`src/design/mlrq_pkg.sv`:
```
`timescale 1ns / 1ps
`default_nettype none
// ----------------------------------------------------------------------------
// mlrq_pkg
// Widths, request and status codes, and level table update type for the
// multilevel ready queue.
// ----------------------------------------------------------------------------
package mlrq_pkg;

    localparam int SLOT_W     = 5;
    localparam int LVL_W      = 2;
    localparam int NUM_SLOTS  = 1 << SLOT_W;
    localparam int NUM_LEVELS = 1 << LVL_W;

    typedef enum logic [1:0] {
        MODE_ENQ  = 2'd0,
        MODE_DEQ  = 2'd1,
        MODE_REM  = 2'd2,
        MODE_FIND = 2'd3
    } t_mode;

    typedef enum logic [1:0] {
        ST_OK   = 2'd0,
        ST_NONE = 2'd1,
        ST_DUP  = 2'd2
    } t_status;

    typedef struct packed {
        logic              set_head;
        logic              set_tail;
        logic              set_ne;
        logic              clr_ne;
        logic [LVL_W-1:0]  lvl;
        logic [SLOT_W-1:0] head;
        logic [SLOT_W-1:0] tail;
    } t_lvl_upd;

endpackage
`default_nettype wire

```
`src/design/mlrq_lvl_tbl.sv`:
```
`timescale 1ns / 1ps
`default_nettype none
// ----------------------------------------------------------------------------
// mlrq_lvl_tbl
// Per-level head, tail and non-empty flags, with the highest-priority pick
// over the non-empty levels.
// ----------------------------------------------------------------------------
module mlrq_lvl_tbl import mlrq_pkg::*; (
    input  wire logic              i_clk,
    input  wire logic              i_rst_n,
    input  wire logic [LVL_W-1:0]  i_sel,
    input  wire t_lvl_upd          i_upd,
    output logic      [SLOT_W-1:0] o_head,
    output logic      [SLOT_W-1:0] o_tail,
    output logic                   o_nonempty,
    output logic                   o_any,
    output logic      [LVL_W-1:0]  o_pick
);

    logic [SLOT_W-1:0]     r_head [NUM_LEVELS];
    logic [SLOT_W-1:0]     r_tail [NUM_LEVELS];
    logic [NUM_LEVELS-1:0] r_ne;

    always_ff @(posedge i_clk) begin
        if (!i_rst_n) begin
            r_ne <= '0;
        end else begin
            if (i_upd.set_ne) begin
                r_ne[i_upd.lvl] <= 1'b1;
            end else if (i_upd.clr_ne) begin
                r_ne[i_upd.lvl] <= 1'b0;
            end
        end
    end

    always_ff @(posedge i_clk) begin
        if (i_upd.set_head) begin
            r_head[i_upd.lvl] <= i_upd.head;
        end
        if (i_upd.set_tail) begin
            r_tail[i_upd.lvl] <= i_upd.tail;
        end
    end

    always_comb begin
        o_pick = '0;
        for (int i = NUM_LEVELS - 1; i >= 0; i--) begin
            if (r_ne[i]) begin
                o_pick = LVL_W'(i);
            end
        end
    end

    assign o_any      = |r_ne;
    assign o_head     = r_head[i_sel];
    assign o_tail     = r_tail[i_sel];
    assign o_nonempty = r_ne[i_sel];

endmodule
`default_nettype wire

```
`src/design/multilevel_ready_queue_unit.sv`:
```
`timescale 1ns / 1ps
`default_nettype none
// ----------------------------------------------------------------------------
// multilevel_ready_queue_unit
// Ready queue with one FIFO of process slots per priority level. Links and
// slot levels live in two synchronous memories; requests run on an FSM.
//
//   channel  | handshake              | payload
//   ---------+------------------------+----------------------------------
//   request  | i_valid / o_stall      | i_mode, i_slot, i_level
//   result   | o_valid / i_stall      | o_status, o_out_slot, o_out_level
//
// Enqueue and find end in S_LOOK, dequeue there or in S_HEAD. Remove ends
// in S_LOOK or S_HEAD, or walks the links ahead of the slot in S_WALK and
// ends there or in S_SPLICE; the single link read port walks a link per cycle.
// Synchronous reset empties all levels; no clearing pass is needed.
// A new request is taken once the FSM is idle and the result register is
// empty or being drained in the same cycle.
// ----------------------------------------------------------------------------
module multilevel_ready_queue_unit import mlrq_pkg::*; (
    input  wire logic              i_clk,
    input  wire logic              i_rst_n,
    input  wire logic              i_valid,
    output logic                   o_stall,
    input  wire logic [1:0]        i_mode,
    input  wire logic [SLOT_W-1:0] i_slot,
    input  wire logic [LVL_W-1:0]  i_level,
    output logic                   o_valid,
    input  wire logic              i_stall,
    output logic      [1:0]        o_status,
    output logic      [SLOT_W-1:0] o_out_slot,
    output logic      [LVL_W-1:0]  o_out_level
);

    typedef enum logic [4:0] {
        S_IDLE   = 5'b00001,
        S_LOOK   = 5'b00010,
        S_WALK   = 5'b00100,
        S_SPLICE = 5'b01000,
        S_HEAD   = 5'b10000
    } t_state;

    t_state               r_state, n_state;
    t_mode                r_mode;
    logic [SLOT_W-1:0]    r_slot, n_slot;
    logic [LVL_W-1:0]     r_lv, n_lv;
    logic [SLOT_W-1:0]    r_cur, n_cur;
    logic [NUM_SLOTS-1:0] r_queued;

    logic [SLOT_W-1:0]    link_mem [NUM_SLOTS];
    logic [LVL_W-1:0]     lvl_mem  [NUM_SLOTS];
    logic [SLOT_W-1:0]    r_link_rd;
    logic [LVL_W-1:0]     r_lvl_rd;

    logic                 r_o_valid;
    t_status              r_o_status;
    logic [SLOT_W-1:0]    r_o_slot;
    logic [LVL_W-1:0]     r_o_level;

    logic                 accept;
    logic                 link_we;
    logic [SLOT_W-1:0]    link_wa, link_wd, link_ra;
    logic                 lvl_we;
    logic                 q_set, q_clr;
    logic [SLOT_W-1:0]    q_idx;
    logic                 fin;
    t_status              fin_st;
    logic [SLOT_W-1:0]    fin_slot;
    logic [LVL_W-1:0]     fin_lvl;

    t_lvl_upd             upd;
    logic [LVL_W-1:0]     tbl_sel;
    logic [SLOT_W-1:0]    tbl_head, tbl_tail;
    logic                 tbl_ne, tbl_any;
    logic [LVL_W-1:0]     tbl_pick;

    mlrq_lvl_tbl u_lvl_tbl (
        .i_clk      (i_clk),
        .i_rst_n    (i_rst_n),
        .i_sel      (tbl_sel),
        .i_upd      (upd),
        .o_head     (tbl_head),
        .o_tail     (tbl_tail),
        .o_nonempty (tbl_ne),
        .o_any      (tbl_any),
        .o_pick     (tbl_pick)
    );

    assign accept  = (r_state == S_IDLE) && i_valid && (!r_o_valid || !i_stall);
    assign o_stall = !((r_state == S_IDLE) && (!r_o_valid || !i_stall));
    assign tbl_sel = ((r_state == S_LOOK) && (r_mode == MODE_DEQ)) ? tbl_pick : r_lv;

    always_comb begin
        n_state  = r_state;
        n_slot   = r_slot;
        n_lv     = r_lv;
        n_cur    = r_cur;
        upd      = '0;
        link_we  = 1'b0;
        link_wa  = r_cur;
        link_wd  = r_slot;
        link_ra  = r_slot;
        lvl_we   = 1'b0;
        q_set    = 1'b0;
        q_clr    = 1'b0;
        q_idx    = r_slot;
        fin      = 1'b0;
        fin_st   = ST_NONE;
        fin_slot = r_slot;
        fin_lvl  = '0;

        unique case (r_state)
            S_IDLE: begin
                if (accept) begin
                    n_state = S_LOOK;
                end
            end
            S_LOOK: begin
                case (r_mode)
                    MODE_ENQ: begin
                        fin = 1'b1;
                        if (r_queued[r_slot]) begin
                            fin_st  = ST_DUP;
                            fin_lvl = r_lvl_rd;
                        end else begin
                            if (tbl_ne) begin
                                link_we = 1'b1;
                                link_wa = tbl_tail;
                                link_wd = r_slot;
                            end else begin
                                upd.set_head = 1'b1;
                            end
                            upd.set_tail = 1'b1;
                            upd.set_ne   = 1'b1;
                            upd.lvl      = r_lv;
                            upd.head     = r_slot;
                            upd.tail     = r_slot;
                            q_set        = 1'b1;
                            lvl_we       = 1'b1;
                            fin_st       = ST_OK;
                            fin_lvl      = r_lv;
                        end
                    end
                    MODE_FIND: begin
                        fin = 1'b1;
                        if (r_queued[r_slot]) begin
                            fin_st  = ST_OK;
                            fin_lvl = r_lvl_rd;
                        end
                    end
                    MODE_DEQ: begin
                        if (tbl_any) begin
                            q_clr  = 1'b1;
                            q_idx  = tbl_head;
                            n_slot = tbl_head;
                            n_lv   = tbl_pick;
                            if (tbl_head == tbl_tail) begin
                                upd.clr_ne = 1'b1;
                                upd.lvl    = tbl_pick;
                                fin        = 1'b1;
                                fin_st     = ST_OK;
                                fin_slot   = tbl_head;
                                fin_lvl    = tbl_pick;
                            end else begin
                                link_ra = tbl_head;
                                n_state = S_HEAD;
                            end
                        end else begin
                            fin = 1'b1;
                        end
                    end
                    default: begin
                        if (!r_queued[r_slot] || (r_lvl_rd != r_lv) || !tbl_ne) begin
                            fin = 1'b1;
                        end else if (tbl_head == r_slot) begin
                            q_clr = 1'b1;
                            if (tbl_tail == r_slot) begin
                                upd.clr_ne = 1'b1;
                                upd.lvl    = r_lv;
                                fin        = 1'b1;
                                fin_st     = ST_OK;
                                fin_lvl    = r_lv;
                            end else begin
                                link_ra = r_slot;
                                n_state = S_HEAD;
                            end
                        end else if (tbl_head == tbl_tail) begin
                            fin = 1'b1;
                        end else begin
                            n_cur   = tbl_head;
                            link_ra = tbl_head;
                            n_state = S_WALK;
                        end
                    end
                endcase
            end
            S_WALK: begin
                if (r_link_rd == r_slot) begin
                    if (tbl_tail == r_slot) begin
                        upd.set_tail = 1'b1;
                        upd.lvl      = r_lv;
                        upd.tail     = r_cur;
                        q_clr        = 1'b1;
                        fin          = 1'b1;
                        fin_st       = ST_OK;
                        fin_lvl      = r_lv;
                    end else begin
                        link_ra = r_slot;
                        n_state = S_SPLICE;
                    end
                end else begin
                    n_cur = r_link_rd;
                    if (r_link_rd == tbl_tail) begin
                        fin = 1'b1;
                    end else begin
                        link_ra = r_link_rd;
                    end
                end
            end
            S_SPLICE: begin
                link_we = 1'b1;
                link_wa = r_cur;
                link_wd = r_link_rd;
                q_clr   = 1'b1;
                fin     = 1'b1;
                fin_st  = ST_OK;
                fin_lvl = r_lv;
            end
            S_HEAD: begin
                upd.set_head = 1'b1;
                upd.lvl      = r_lv;
                upd.head     = r_link_rd;
                fin          = 1'b1;
                fin_st       = ST_OK;
                fin_lvl      = r_lv;
            end
            default: begin
                n_state = S_IDLE;
            end
        endcase

        if (fin) begin
            n_state = S_IDLE;
        end
    end

    always_ff @(posedge i_clk) begin
        if (!i_rst_n) begin
            r_state   <= S_IDLE;
            r_queued  <= '0;
            r_o_valid <= 1'b0;
        end else begin
            r_state <= n_state;
            if (q_set) begin
                r_queued[q_idx] <= 1'b1;
            end else if (q_clr) begin
                r_queued[q_idx] <= 1'b0;
            end
            if (fin) begin
                r_o_valid <= 1'b1;
            end else if (!i_stall) begin
                r_o_valid <= 1'b0;
            end
        end
    end

    always_ff @(posedge i_clk) begin
        if (accept) begin
            r_mode <= t_mode'(i_mode);
            r_slot <= i_slot;
            r_lv   <= i_level;
        end else begin
            r_slot <= n_slot;
            r_lv   <= n_lv;
        end
        r_cur <= n_cur;
        if (fin) begin
            r_o_status <= fin_st;
            r_o_slot   <= fin_slot;
            r_o_level  <= fin_lvl;
        end
    end

    always_ff @(posedge i_clk) begin
        if (link_we) begin
            link_mem[link_wa] <= link_wd;
        end
        r_link_rd <= link_mem[link_ra];
    end

    always_ff @(posedge i_clk) begin
        if (lvl_we) begin
            lvl_mem[r_slot] <= r_lv;
        end
        if (accept) begin
            r_lvl_rd <= lvl_mem[i_slot];
        end
    end

    assign o_valid     = r_o_valid;
    assign o_status    = r_o_status;
    assign o_out_slot  = r_o_slot;
    assign o_out_level = r_o_level;

    a_busy_out_empty: assert property (@(posedge i_clk) disable iff (!i_rst_n)
        (r_state != S_IDLE) |-> !r_o_valid)
        else $error("result register occupied while a request is in flight");

    a_enq_queued: assert property (@(posedge i_clk) disable iff (!i_rst_n)
        ($rose(r_o_valid) && (r_o_status == ST_OK) && (r_mode == MODE_ENQ))
        |-> r_queued[r_o_slot])
        else $error("enqueued slot not marked queued");

    a_pop_unqueued: assert property (@(posedge i_clk) disable iff (!i_rst_n)
        ($rose(r_o_valid) && (r_o_status == ST_OK)
            && ((r_mode == MODE_DEQ) || (r_mode == MODE_REM)))
        |-> !r_queued[r_o_slot])
        else $error("popped or removed slot still marked queued");

endmodule
`default_nettype wire

```
`config.mk`:
```
export PLATFORM = sky130hd
export DESIGN_NAME = multilevel_ready_queue_unit
export DESIGN_NICKNAME = d
export VERILOG_FILES = /design/src/design/mlrq_pkg.sv /design/src/design/mlrq_lvl_tbl.sv /design/src/design/multilevel_ready_queue_unit.sv
export SDC_FILE = /design/constraint.sdc
export NUM_CORES = 1
export LEC_CHECK = 0
export BUFFER_PORTS_ARGS = -buffer_cell sky130_fd_sc_hd__buf_2
export CAP_MARGIN = 20
export CORE_ASPECT_RATIO = 0.6
export CORE_MARGIN = 5
export CORE_UTILIZATION = 30
export CTS_CLUSTER_DIAMETER = 50
export CTS_CLUSTER_SIZE = 30
export DETAILED_ROUTE_END_ITERATION = 8
export PLACE_DENSITY = 0.53
export SYNTH_ARGS = -nofsm -noshare
export SYNTH_HDL_FRONTEND = slang
export SYNTH_SLANG_ARGS = --single-unit
export TNS_END_PERCENT = 100
```
`constraint.sdc`:
```
create_clock -name i_clk -period 6 [get_ports i_clk]
set_input_delay 0.3 -clock i_clk [delete_from_list [all_inputs] [get_ports i_clk]]
set_output_delay 0.3 -clock i_clk [all_outputs]
set_load 0.05 [all_outputs]
```
### Word-level counts from Yosys, hierarchy flattened

Memory sizes are Yosys's and may differ from the RTL's. A register that Yosys moved wholly into a read port is not among the register bits.
Cells that the tools add are included.

| word-level totals | value |
|---|---|
| register bits after elaboration | 65 |
| bits in writable memories | 264 |
| input port bits | 13 |
| word-level logic and storage cells | 217 |
| memories kept | 4 |

| cells by class | value |
|---|---|
| order comparisons | 6 |
| equal/unequal tests | 28 |
| muxes and demuxes | 131 |
| bitwise gates (word level) | 8 |
| reduce and logical (&&, ||, !) cells | 29 |

Memories:

| name | words | width | rd ports | clocked after Yosys merged registers in | wr ports | RTL line | text |
|---|---|---|---|---|---|---|---|
| link_mem | 32 | 5 | 1 | 1 | 1 | multilevel_ready_queue_unit.sv:50 | `logic [SLOT_W-1:0] link_mem [NUM_SLOTS];` |
| lvl_mem | 32 | 2 | 1 | 1 | 1 | multilevel_ready_queue_unit.sv:51 | `logic [LVL_W-1:0] lvl_mem [NUM_SLOTS];` |
| u_lvl_tbl.r_head | 4 | 5 | 1 | 0 | 1 | mlrq_lvl_tbl.sv:20 | `logic [SLOT_W-1:0] r_head [NUM_LEVELS];` |
| u_lvl_tbl.r_tail | 4 | 5 | 1 | 0 | 1 | mlrq_lvl_tbl.sv:21 | `logic [SLOT_W-1:0] r_tail [NUM_LEVELS];` |

Operators with widths:

| cell | number |
|---|---|
| $mux 5 | 35 |
| $mux 32 | 2 |
| $pmux 5 s2 | 6 |
| $mux 1 | 39 |
| $mux 2 | 19 |
| $pmux 2 s3 | 6 |
| $and 32x32->32 | 1 |
| $not 32->32 | 1 |
| $or 32x32->32 | 1 |
| $eq 5x5->1 | 5 |
| $mux 3 | 7 |
| $pmux 5 s4 | 1 |
| $ne 2x2->1 const B | 9 |
| $lt 5x6->1 const B | 2 |
| $mux 12 | 1 |
| $pmux 1 s2 | 6 |
| $reduce_bool 2->1 | 6 |
| $mux 10 | 1 |
| $reduce_and 10->1 | 1 |
| $ne 3x3->1 const B | 3 |
| $mux 4 | 2 |
| $logic_and 1x1->1 | 6 |
| $lt 2x3->1 const B | 2 |
| $pmux 1 s3 | 2 |
| other kinds (29) | 38 |

### Logic depth before layout (Yosys ltp)

Gate-level depths: netlist of run 1.

| depth | value |
|---|---|
| word-level depth | 20 |
| depth in mapped cells | 20 |
| mapped depth without buffers | 15 |

### Hierarchy

Synthesis of run 1 repeated with hierarchy kept, for this count alone.

| unflattened totals | value |
|---|---|
| cell total of the unflattened synthesis | 1288 |
| area, all modules | 15825.2 um^2 |

Modules (own cells, without submodules):

| module | times used | cells an instance | area an instance (um^2) |
|---|---|---|---|
| multilevel_ready_queue_unit | 1 | 1199 | 14092.3 |
| mlrq_lvl_tbl | 1 | 89 | 1732.9 |

### Least setup slack after synthesis of run 1

OpenSTA, ideal clock, no wires.

| timing | value |
|---|---|
| kind | flip-flop to flip-flop |
| start point | register r_mode[1] |
| end point | register r_link_rd[4], read port of link_mem |
| data arrival time | 4234 ps |
| required time | 5865 ps |
| setup slack | 1630 ps |
| stages on the path, launching flop included | 18 |
| path buffers | 2 |
| cells stage by stage | edfxtp_1 inv_1 ha_1 and3b_1 clkbuf_1 a21oi_1 a2111oi_0 o22ai_1 a32oi_1 o21ai_0 a21oi_1 a21o_1 a21o_1 buf_6 mux4_1 a31o_1 o32ai_1 a221oi_1 |

| between the ends | value |
|---|---|
| cells in the longest elaborated chain, start to end | 10 |

RTL lines:

| item | RTL line | text |
|---|---|---|
| start, declared | multilevel_ready_queue_unit.sv:44 | `t_mode r_mode;` |
| start signal, assigned | multilevel_ready_queue_unit.sv:269 | `r_mode <= t_mode'(i_mode);` |
| $eq 2x1->1 | multilevel_ready_queue_unit.sv:91, multilevel_ready_queue_unit.sv:119 |  |
| $logic_and 1x1->1 | multilevel_ready_queue_unit.sv:91 | `assign tbl_sel = ((r_state == S_LOOK) && (r_mode == MODE_DEQ)) ? tbl_pick : r_lv;` |
| $mux 2 | multilevel_ready_queue_unit.sv:91 |  |
| $mem_v2 4x5 (tied with other cells) | -- |  |
| $eq 5x5->1 / $mux 1 (equally long branches) | multilevel_ready_queue_unit.sv:157, multilevel_ready_queue_unit.sv:187, mlrq_lvl_tbl.sv:57 |  |
| $mux 5 / $logic_not 1->1 (equally long branches) | multilevel_ready_queue_unit.sv:157, multilevel_ready_queue_unit.sv:187, multilevel_ready_queue_unit.sv:173 |  |
| $mux 5 / $logic_or 1x1->1 (equally long branches) | multilevel_ready_queue_unit.sv:175, multilevel_ready_queue_unit.sv:173 |  |
| $mux 5 | multilevel_ready_queue_unit.sv:173 | `if (!r_queued[r_slot] \|\| (r_lvl_rd != r_lv) \|\| !tbl_ne) begin` |
| $pmux 5 s2 | multilevel_ready_queue_unit.sv:119 | `case (r_mode)` |
| $pmux 5 s2 * | multilevel_ready_queue_unit.sv:112 | `unique case (r_state)` |
| end, declared | multilevel_ready_queue_unit.sv:52 | `logic [SLOT_W-1:0] r_link_rd;` |

Mark *: on every way between the ends. The rest lies on a longest branch, timed or not. The select of a mux whose other input is x is not followed.
A chain may end at the register's enable or synchronous reset.

### Worst setup path after layout of run 1

| timing | value |
|---|---|
| start point | register r_mode[1] |
| end point | register r_link_rd[0], read port of link_mem |

The elaborated chain is that of the path after synthesis.

==> results of run 1 <==
## synthesized netlist by cell type, types with 24 or more instances
cell / n / area [um^2]
edfxtp_1: 284 / 8530
nand3_1: 80 / 400
dfxtp_1: 52 / 1040
mux4_2: 36 / 811
xnor2_1: 26 / 228
o21ai_0: 43 / 215
inv_1: 33 / 124
mux2i_1: 54 / 541
a21boi_0: 26 / 195
nand2_1: 182 / 683
clkbuf_1: 62 / 233
a21oi_1: 24 / 120
nor2_1: 123 / 462
## per-stage QoR
step	hold WS, ns	util (%)
4_1_cts	0.00279	34.8
3_3_place_gp	0.443	32.6
3_5_place_dp	0.455	32.6
5_1_grt	0.0246	34.8
6_report	0.0385	34.8
2_1_floorplan	0.399	-
## where the power goes
group          total (mW)  switching (mW)  leakage [nW]  internal [mW]
logic                2.74            1.85          2.64          0.896
registers            2.93           0.139          2.91           2.79
clock network        2.11            1.06         0.532           1.05
total                7.79            3.05          6.08           4.74
## path summary, 6_finish.rpt
check	startpoint	endpoint
worst min-delay path	i_level[0]	r_lv[0]$_DFFE_PP_
worst max register to register	r_mode[1]$_DFFE_PP_	r_link_rd[0]$_DFF_P_
worst max-delay path	r_mode[1]$_DFFE_PP_	r_link_rd[0]$_DFF_P_
worst min register to register	flip-flop	flip-flop
## cell type report
| type | instances | area [um^2] |
|---|---|---|
| flip-flops and latches | 336 | 9570 |
| clock buffers | 30 | 751 |
| well taps | 703 | 880 |
| repair buffers | 75 | 556 |
| multi-input cells | 902 | 6200 |
| clock inverters | 26 | 359 |
| inverters | 33 | 124 |
| fillers | 5156 | 34500 |
## critical path, cell delays in order (launching register included)
cell and delay, ns:
edfxtp_1 0.42, inv_1 0.10, ha_1 0.24, and3b_1 0.57, o2111ai_2 0.36, nand2_4 0.26, mux4_1 0.69, xnor2_1 0.19
and3_1 0.29, a32o_1 0.37, a2111o_1 0.50, nor2_4 0.44, nand2_1 0.11, a311oi_1 0.56, o32ai_1 0.17, a221oi_1 0.29
## per-layer routing
| layer | part of all wire [%] | global-route usage, % | up-vias |
|---|---|---|---|
| met3 | 13 | 7.29 | 54 |
| met4 | 1.3 | 2.44 | 0 |
| met2 | 36 | 20.3 | 609 |
| met1 | 49 | 27.0 | 5854 |
| li1 | - | - | 5174 |
| met5 | 0 | 0 | - |
## repair_timing
item | in CTS | in global routing
hold buffers | 2 | 0
endpoints found under the hold margin | 2 | 0
setup buffers | 0 | 0
endpoints found under the setup margin | 0 | 3
resized for setup | 0 | 2
## logic make-up after synthesis
kind of cell    after synthesis  synth area share [%]
compound gates              252                  11.7
xor+xnor                     36                  1.95
fa+ha+maj                     4                 0.309
buf+inv                     111                  2.85
flops                       336                  59.1
mux                         101                  9.39
simple gates                509                  14.7
## layout by cell type (no fill, tap or decap), types with 30 or more instances in the layout
master,instances
edfxtp_1,284
nand3_1,80
nor2_1,121
o21ai_0,41
mux2i_1,54
buf_4,47
dfxtp_1,52
mux4_2,36
inv_1,33
nand2_1,182
clkbuf_16,30
==> summary.txt, run 1 <==
Layout
  – Area Overhead vs Synth: 14.0%
  – Share of layout cells above drive strength 1: about 15%
  – Ant diodes: 0
  – Non-Filler Instances: around 2100
  – Layout Nets: approximately 1400
  – Design area: roughly 18000 um^2

Detailed routing
  – Drt pass-1 iters: 6
  – Detail Route Antenna Nets: 0
  – Iteration-0 DRC Markers: between 1000 and 1500
  – Routed wire length per instance: between 20 and 25 um
  – Via density: roughly 5.6
  – Routed WL: 50000 um
  – Drt drc: 0
  – Total number of vias: 11700

Die
  – Die ar.: 58800 um^2
  – Die height: around 190 um
  – Die Wd: between 300 and 400 um
  – Io pins: 24
  – Core area: around 53000 um^2
  – Initial core utilization: 30.6%
  – Core Rows: 65

Setup path
  – R2R Setup Slk: 0.33 ns
  – Critical Path Source Type: flip-flop
  – Critical-path maximum fanout: 16
  – Crit. End Element: flip-flop
  – Critical setup path kind: reg2reg
  – Worst-case reg-to-reg path depth: 15
  – Critical Path RT: roughly 6.5 ns
  – Worst EP arrival: slightly above 6 ns

Logic synthesis
  – Mean instance size in the synthesized netlist: 12.0 um^2
  – Synth Flop Type: edfxtp_1
  – Mapped Area: ~16000 um^2
  – Post-synth EDFFs: 284
  – Synth Instances: 1349
  – Syn_nets: around 1400
  – Sequential element share of the synthesized area: between 50% and 60%
  – Synth cell types: a little under 80
  – Ys Warns: 0
  – Register bit total from synthesis: about 340
  – Ys async rst share: 0%

Power and ir drop
  – Leak: 6.08 nW
  – Power Density: around 420 nW/um^2
  – Peak supply drop: ~0.00022 V
  – Final Total Pwr: 7.79 mW

GRT
  – Largest net degree at the start of global routing: 50
  – Tot GR Track Use: between 15 and 20%
  – Initial antenna violation count: 0
  – Vias in the first global route: approximately 11000
  – GRT overflow: 0
  – First-pass GRT wire length: between 70000 and 80000 um

Place
  – Final Wtd Congestion: 0.968
  – HPWL after detailed placement: about 37000 um
  – Port bufs: 23
  – Dpl cells: a little over 2000
  – DP Area: roughly 17000 um^2
  – DP Worst Slack: between 0.4 and 0.5 ns

Clock network
  – TritonCTS clock tree: done
  – Clock transition at path regs: roughly 0.080 ns
  – Clk Latency, worst-skew pair: approximately 0.60 ns
  – H-tree Lvls: 1
  – Root buffer cell: clkbuf_16
  – Clk sinks: between 300 and 400
  – Max Root-Sink Buffers: 3
  – TritonCTS buffer count: 30

STA
  – Peak Freq: about 0.18 GHz
  – RSZ-0062 raised after global routing: false
  – Final setup violation count: 0
  – Final critical-path required period: between 5 and 6 ns
  – Worst rel slew slack: between 20% and 30%
  – Least-Margin Pin Slew: 1.18 ns
  – Final TNS setup: 0 ns
  – Clock Skews: between 0.03 and 0.04 ns
  – Final Hold Viols: 0
  – Final Cycle Share: ~94%
  – Final slew viol count: 0
  – Post-route setup slack: 0.332 ns

Worst hold path
  – HP Class: in2reg
  – Hold Crit Depth: 3

Run status
  – Status: complete, no violations

Job
  – Max-Cap Viols: 0
Note: power is estimated with default switching activity, not from simulation.
==> run 2, diff against run 1 <==
--- a/config.mk
+++ b/config.mk
@@ -10,9 +10,11 @@
 export CORE_ASPECT_RATIO = 0.6
 export CORE_MARGIN = 5
 export CORE_UTILIZATION = 30
+export CTS_BUF_LIST = sky130_fd_sc_hd__clkbuf_2 sky130_fd_sc_hd__clkbuf_4 sky130_fd_sc_hd__clkbuf_8
 export CTS_CLUSTER_DIAMETER = 50
 export CTS_CLUSTER_SIZE = 30
 export DETAILED_ROUTE_END_ITERATION = 8
+export HOLD_SLACK_MARGIN = 0.06
 export PLACE_DENSITY = 0.53
 export SYNTH_ARGS = -nofsm -noshare
 export SYNTH_HDL_FRONTEND = slang
==> run 2 against run 1 <==
First-iteration DRC count increased by 7.0%. Clock skew rose by 0.029 ns. Register-to-register slack gained 0.03 ns. Worst hold slack better by 0.071 ns. Fmax increased by 0.45%. Cell count rose by 0.29%. Combinational power about the same. Die area stayed put.
==> summary.txt, run 2 (same netlist as run 1, synthesis figures left out) <==
Detailed routing
  – Iteration-0 DRC Markers: 1511 (+7.0%)
  – Drt pass-1 iters: 5 (-1)
  – Routed wire length per instance: 23.7 um (-0.29%)
  – Detail Route Antenna Nets: 0 (unchanged)
  – Total number of vias: 11600 (-1.1%)
  – Via density: 5.48 (-1.4%)
  – Drt drc: 0 (unchanged)
  – Routed WL: 50000 um (about the same)

Die
  – Core area: 52900 um^2 (unchanged)
  – Core Rows: 65 (unchanged)
  – Die ar.: 58800 um^2 (unchanged)
  – Die height: 190 um (unchanged)
  – Die Wd: 310 um (unchanged)
  – Io pins: 24 (unchanged)
  – Initial core utilization: 30.6% (unchanged)

STA
  – Least-Margin Pin Slew: 1.12 ns (-0.0610 ns)
  – Worst rel slew slack: 24.4% (+4.1 points)
  – Post-route setup slack: 0.357 ns (+0.0254 ns)
  – Final Hold Viols: 0 (unchanged)
  – Final slew viol count: 0 (unchanged)
  – Clock Skews: 0.0643 ns (+0.0293 ns)
  – Final critical-path required period: 5.64 ns (-0.0254 ns)
  – Final Cycle Share: 94.0% (-0.42 points)
  – Final TNS setup: 0 ns (unchanged)
  – Hold slack: 0.109 ns (+0.0706 ns)
  – Final setup violation count: 0 (unchanged)
  – RSZ-0062 raised after global routing: false
  – Peak Freq: 0.177 GHz (+0.45%)

Place
  – DP Area: 17300 um^2 (unchanged)
  – Port bufs: 23 (unchanged)
  – HPWL after detailed placement: 36600 um (unchanged)
  – Final Wtd Congestion: 0.968 (unchanged)
  – Dpl cells: 2046 (unchanged)
  – DP Worst Slack: 0.449 ns (unchanged)

Layout
  – Most common cell after layout, fill and taps aside: edfxtp_1
  – Share of layout cells above drive strength 1: 14.8% (-0.063 points)
  – Final core occ: 34.3% (-0.54 points)
  – Design area: 18200 um^2 (-1.5%)
  – Non-Filler Instances: 2111 (+0.29%)
  – Commonest non-fill, non-tap cells in the layout: edfxtp_1, nand2_1, nor2_1
  – Ant diodes: 0 (unchanged)
  – Layout Nets: 1401 (+0.43%)
  – Area Overhead vs Synth: 12.2%

Clock network
  – Clk Latency, worst-skew pair: 0.69 ns (+0.09 ns)
  – H-tree Lvls: 1 (unchanged)
  – TritonCTS clock tree: done
  – Max Root-Sink Buffers: 3 (unchanged)
  – Clock transition at path regs: 0.11 ns (+0.03 ns)
  – TritonCTS buffer count: 30 (unchanged)
  – Clk sinks: 336 (unchanged)
  – Setup bufs post-CTS: 0 (unchanged)
  – Root buffer cell: clkbuf_8

Setup path
  – Critical-path maximum fanout: 16 (unchanged)
  – Worst r2r src: r_mode[1]$_DFFE_PP_
  – Worst-case reg-to-reg path depth: 15 (unchanged)
  – Critical setup path kind: reg2reg
  – Critical Path Source Type: flip-flop
  – Critical R2R Capture: r_link_rd[4]$_DFF_P_
  – R2R Setup Slk: 0.36 ns (+0.03 ns)
  – Worst EP arrival: 6.20 ns (+0.03 ns)
  – Launch point of the worst path: r_mode[1]$_DFFE_PP_
  – Crit. End Element: flip-flop
  – Critical Path RT: 6.56 ns (+0.06 ns)

Run status
  – Status: complete, no violations

Power and ir drop
  – Power Density: 401 nW/um^2 (-4.9%)
  – Leak: 5.95 nW (-2.2%)
  – Final Total Pwr: 7.29 mW (-6.4%)
  – Peak supply drop: 0.000144 V (-35%)

Worst hold path
  – Hold Crit Depth: 3 (unchanged)
  – HP Class: in2reg
  – Hold Path Sink: r_slot[1]$_DFF_P_
  – Start point of the worst hold path: i_slot[1]

GRT
  – Largest net degree at the start of global routing: 50 (unchanged)
  – Tot GR Track Use: 16.7% (about the same)
  – First-pass GRT wire length: 73700 um (about the same)
  – Vias in the first global route: 10900 (-0.46%)
  – Initial antenna violation count: 0 (unchanged)
  – GRT overflow: 0 (unchanged)

Job
  – Max-Cap Viols: 0 (unchanged)
==> run 2: cell types whose count changed in the layout (fill, tap and decap cells not counted), sizes merged <==
cell | before | now
inv | 46 | 47
clkinv | 10 | 9
dlygate4sd3 | 2 | 8
==> run 2: how the worst max path moves through the flow <==
stage | slack (ns) | cells after the start | to
after detailed placement | 0.45 | 16 | r_link_rd[0]$_DFF_P_
after global routing | 0.04 | 16 | r_link_rd[0]$_DFF_P_
after global placement | 0.55 | 16 | r_link_rd[4]$_DFF_P_
final | 0.36 | 15 | r_link_rd[4]$_DFF_P_
after floorplan | 1.63 | 17 | r_link_rd[4]$_DFF_P_
after CTS | 0.41 | 16 | r_link_rd[4]$_DFF_P_
==> run 2: cell type report <==
cell class	count	area [um^2]
Clock inverter	26	352
Fill cell	5179	34800
Clock buffer	30	413
Tap cell	703	880
Sequential cell	336	9570
Timing Repair Buffer	81	616
Inverter	33	124
Multi-Input combinational cell	902	6200
==> run 2: power by group <==
part	switching, mW	leakage [nW]	internal [mW]
Sequential	0.138	2.91	2.79
Clock	1.00	0.375	0.615
Combinational	1.85	2.67	0.899
Total	2.98	5.95	4.30
==> run 2: what timing repair did <==
action | in CTS | in global routing
endpoints found under the hold margin | 10 | 0
gates resized for setup | 0 | 2
setup endpoints to repair | 0 | 3
hold buffers | 8 | 0
==> run 2: routing by layer <==
| layer | routed length [um] | track usage, % | vias up |
|---|---|---|---|
| met5 | 0 | 0 | - |
| met4 | 632 | 2.25 | 0 |
| met3 | 6450 | 7.21 | 51 |
| met2 | 18000 | 20.3 | 536 |
| met1 | 24900 | 27.1 | 5800 |
| li1 | - | - | 5172 |
==> run 2: critical path, cell delays in order, from the launching register on <==
cell and delay [ns]:
edfxtp_1 0.43, inv_1 0.11, ha_1 0.23, and3b_1 0.58, o2111ai_2 0.36, nand2_4 0.26
mux4_1 0.69, xnor2_1 0.19, and3_1 0.29, a32o_1 0.36, a2111o_1 0.49, nor2_4 0.43
nand2_1 0.11, a311oi_1 0.55, o32ai_1 0.17, a221oi_1 0.25
